`src/hw/rtl/pres_pkg.sv`:
```
package pres_pkg;

   localparam int NumRoundKeys = 32;
   localparam int NumRounds = NumRoundKeys - 1;
   localparam int KeyIdxWidth = $clog2(NumRoundKeys);

   localparam logic [63:0] SboxFwd = 64'h21748FE3DA09B65C;
   localparam logic [63:0] SboxInv = 64'hA970364BD21C8FE5;

   localparam logic [1:0] OpLoad    = 2'd0;
   localparam logic [1:0] OpEncrypt = 2'd1;
   localparam logic [1:0] OpDecrypt = 2'd2;

   typedef logic [63:0] block_type;
   typedef block_type key_array_type [NumRoundKeys];

   // control that travels with each pipeline stage
   typedef struct packed {
      logic valid;
      logic decrypt;
   } ctl_type;

   // nibble-wise s-box layer
   function automatic block_type sub_layer(input block_type s, input logic [63:0] tbl);
      block_type r;
      logic [3:0] nib;
      r = '0;
      for (int n = 0; n < 16; n++) begin
         nib = s[4*n +: 4];
         r[4*n +: 4] = tbl[{nib, 2'b00} +: 4];
      end
      return r;
   endfunction

   // bit i moves to i*mult mod 63, bit 63 fixed
   function automatic block_type perm_layer(input block_type s, input int mult);
      block_type r;
      r = '0;
      for (int i = 0; i < 64; i++) begin
         r[(i == 63) ? 63 : ((i * mult) % 63)] = s[i];
      end
      return r;
   endfunction

endpackage

```
`src/hw/rtl/pres_round.sv`:
```
module pres_round (
   input  logic                clock,
   input  logic                reset,
   input  logic                load_en,
   input  pres_pkg::ctl_type   up_ctl,
   input  pres_pkg::block_type up_state,
   input  pres_pkg::block_type key_enc,
   input  pres_pkg::block_type key_dec,
   output pres_pkg::ctl_type   ctl_ff,
   output pres_pkg::block_type state_ff
);
   import pres_pkg::*;

   block_type mixed;
   block_type state_in;

   // one forward or inverse round
   always_comb begin
      if (up_ctl.decrypt) begin
         mixed = up_state ^ key_dec;
         state_in = sub_layer(perm_layer(mixed, 4), SboxInv);
      end else begin
         mixed = up_state ^ key_enc;
         state_in = perm_layer(sub_layer(mixed, SboxFwd), 16);
      end
   end

   always_ff @(posedge clock) begin
      if (reset) begin
         ctl_ff <= '0;
      end else if (load_en) begin
         ctl_ff <= up_ctl;
      end
   end

   always_ff @(posedge clock) begin
      if (load_en) begin
         state_ff <= state_in;
      end
   end

endmodule

```
`config.mk`:
```
export PLATFORM = sky130hd
export DESIGN_NAME = pres_round
export DESIGN_NICKNAME = d
export VERILOG_FILES = /design/src/hw/rtl/pres_pkg.sv /design/src/hw/rtl/pres_round.sv
export SDC_FILE = /design/constraint.sdc
export NUM_CORES = 1
export LEC_CHECK = 0
export BUFFER_PORTS_ARGS = -buffer_cell sky130_fd_sc_hd__buf_2
export CAP_MARGIN = 20
export CORE_UTILIZATION = 55
export CTS_CLUSTER_DIAMETER = 30
export CTS_CLUSTER_SIZE = 24
export DETAILED_ROUTE_END_ITERATION = 12
export GPL_TIMING_DRIVEN = 0
export HOLD_SLACK_MARGIN = 0.15
export PLACE_DENSITY_LB_ADDON = 0.05
export SYNTH_ARGS = -nofsm -noshare
export SYNTH_HDL_FRONTEND = slang
export SYNTH_SLANG_ARGS = --single-unit
```
`constraint.sdc`:
```
create_clock -name clock -period 1.99 [get_ports clock]
set_input_delay 0.199 -clock clock [delete_from_list [all_inputs] [get_ports clock]]
set_output_delay 0.199 -clock clock [all_outputs]
set_load 0.005 [all_outputs]
```
==> impl_metrics.ini <==
[setup_path]
slowest_stage = xor2_1
crit_type = in -> reg
worst_setup_path_end_kind = flop
start_kind = input pin
crit_fanout = 5
slowest_delay_ps = 540
crit_arrival_ps = 2000
cp_cell_sequence = buf_2, xor2_1, inv_1, ha_1, mux4_2, nand2_1, o31ai_1
required_ps = 2060

[yosys]
yosysSeqAreaShare = 0.2075
yosysUniqueCellTypes = 63
yosys_most_used_dff = edfxtp_1
yosys_warnings = 0
synth_area_per_cell_um2 = 9.879
synth_fp_nets = 1250
syn-instance-count = 957
yosysTopAreaCell = edfxtp_1
synth-seq-cells = 66
ys_async_sr_fraction = 0
syn_area_um2 = 9454
synth_common_cells = inv_1, ha_1, xnor2_1
synth_most_common_cell = inv_1
ys_top_cells_by_area = edfxtp_1, ha_1, mux4_2
synth.top_cell.area_share = 0.2033
synth_edf_count = 64

[power_and_ir_drop]
power_leakage_nw = 5.359
powerDensity_nw_per_um2 = 632.7
power_mw = 7.266
peakVddDrop_uv = 480.4

[floorplanning]
die_h_um = 133.1
dieArea_um2 = 17720
rows = 47
start_util = 0.5661
core_um2 = 16700
ioPinCount = 263
die_w_um = 133.1

[grt]
grt_use_total = 0.3068
grt_overflow = 0
grt_pass1_wl_um = 41200
grt_max_degree = 39
antenna_found_initial = 1
grt_pass1_vias = 7786

[place]
port_buffers = 262
place_congestion = 0.9116
hpwl_um = 21240
dp.cells = 1440

[timing]
min_period_over_period = 0.9691
rsz0062_at_grt = false
slew-limit-headroom = 0.3218
hold_violations = 0
min_period_ps = 1929
max_freq_ghz = 0.5185
tightest_slew_ps = 1017
finClkSkew_ps = 0
setup_viol = 0
slew_violations = 0

[finish]
syn2layout_area_growth_pct = 21.48
fill_cells = 1372
drive_gt1_frac = 0.3288
nNetsFinal = 1526
fin_cells = 1460

[drt]
drtIter0Drc = 566
routedWlPerCell_um = 18.41
drt_pre_antenna_iters = 4
drcViolationCount = 0
dr_total_vias = 8317
routed_via_density = 5.697
wl_um = 26880
drtAntennaViolNets = 0

[run]
drv_cap = 0

[outcome]
status = finished clean

[clock_network]
clock_latency_ps = 350
cts_root_buffer = clkbuf_16
numCtsBuffers = 9
clk_path_buf_depth = 2
cts.sinks = 66
cts.clk_slew.worst_paths_ps = 60
cts_setup_buffers = 0
ctsHtreeMaxLevel = 3
cts_tree = yes

[worst_hold_path]
min_path_type = in -> reg
==> final cells by class <==
| cell class | count | area (um^2) | area share |
|---|---|---|---|
| sequential | 66 | 1962 | 0.1708 |
| buffer | 14 | 63.81 | 0.005556 |
| clock buffer | 9 | 225.2 | 0.01961 |
| timing repair buffer | 265 | 1354 | 0.1179 |
| clock inverter | 7 | 93.84 | 0.008171 |
| multi-input combinational | 743 | 7003 | 0.6098 |
| inverter | 134 | 503.0 | 0.04380 |
| tap | 220 | 275.3 | 0.02397 |
| antenna | 2 | 5.005 | 0.0004358 |
==> metrics by stage <==
| stage | hold slack (ps) | TNS [ps] | cell area (um^2) | utilization | worst slack (ps) |
|---|---|---|---|---|---|
| after CTS | 345.9 | 0 | 11400 | 0.6827 | 45.44 |
| after floorplan | 271.4 | 0 | 9454 | - | 183.2 |
| after global routing | 362.2 | 0 | 11480 | 0.6874 | 14.06 |
| after global placement | 379.3 | -4636 | 11040 | 0.6611 | -320.9 |
| after detailed placement | 379.0 | -5037 | 11060 | 0.6624 | -325.6 |
| final | 341.1 | 0 | 11480 | 0.6877 | 61.45 |
==> critical path: cells and delay by family <==
family | cells | cell delay [ps]
buffers and inverters | 2 | 230
AND/OR/NAND/NOR | 1 | 110
adder cells (fa/ha/maj) | 1 | 350
multiplexers | 1 | 470
XOR/XNOR | 1 | 540
AO/OA/AOI/OAI | 1 | 90
==> registers in the layout, indices dropped and copies added (netlist names) <==
signal,cells
ctl_ff,2
state_ff,64
==> report_power, final <==
part	internal (mW)	switching [mW]	total (mW)
sequential	1.83	0.0722	1.90
combinational	1.66	1.91	3.57
clock	1.09	0.702	1.80
total	4.58	2.68	7.27
==> kinds of logic after synthesis <==
family / share of synthesized area
simple gates: 0.08033
xor+xnor: 0.1924
compound gates: 0.1251
buf+inv: 0.05995
mux: 0.2076
fa+ha+maj: 0.1271
flops: 0.2075
==> metal layers <==
metal	vias to the layer above	wire length, um	GRT usage
met4	2	637	0.1086
met5	-	13	0
li1	3997	-	-
met1	3898	11620	0.4133
met2	385	12570	0.5125
met3	35	2036	0.03387
==> path summary, 6_finish.rpt <==
path             endpoint  slack, ps  cells after the start          from
min reg2reg     ctl_ff[1]        490                      2     ctl_ff[1]
max          state_ff[62]         60                      7  up_state[31]
max reg2reg     ctl_ff[0]       1400                      2     ctl_ff[0]
min          state_ff[50]        340                      1       load_en
==> cell usage in the layout, fill, tap and decap left out, drive strengths merged, types with 7 or more instances in the layout <==
cell type / synthesis / routed
a211oi: 20 / 20
a21oi: 17 / 17
a31o: 7 / 7
a31oi: 11 / 11
buf: 8 / 271
clkbuf: 6 / 15
edfxtp: 64 / 64
ha: 96 / 96
inv: 134 / 134
mux2: 16 / 16
mux2i: 72 / 72
mux4: 47 / 47
nand2: 58 / 58
nand3: 10 / 10
nor2: 69 / 69
nor3: 13 / 13
o211ai: 28 / 28
o21ai: 20 / 20
o221ai: 9 / 9
o31ai: 10 / 10
o32ai: 7 / 7
xnor2: 99 / 99
xor2: 74 / 74
==> timing repair <==
| action | in CTS | in global routing |
|---|---|---|
| gates resized for setup | 0 | 11 |
| hold endpoints to repair | 2 | 0 |
| setup endpoints to repair | 0 | 9 |
| hold buffers | 2 | 0 |
Power figures use the tool's default switching activity.
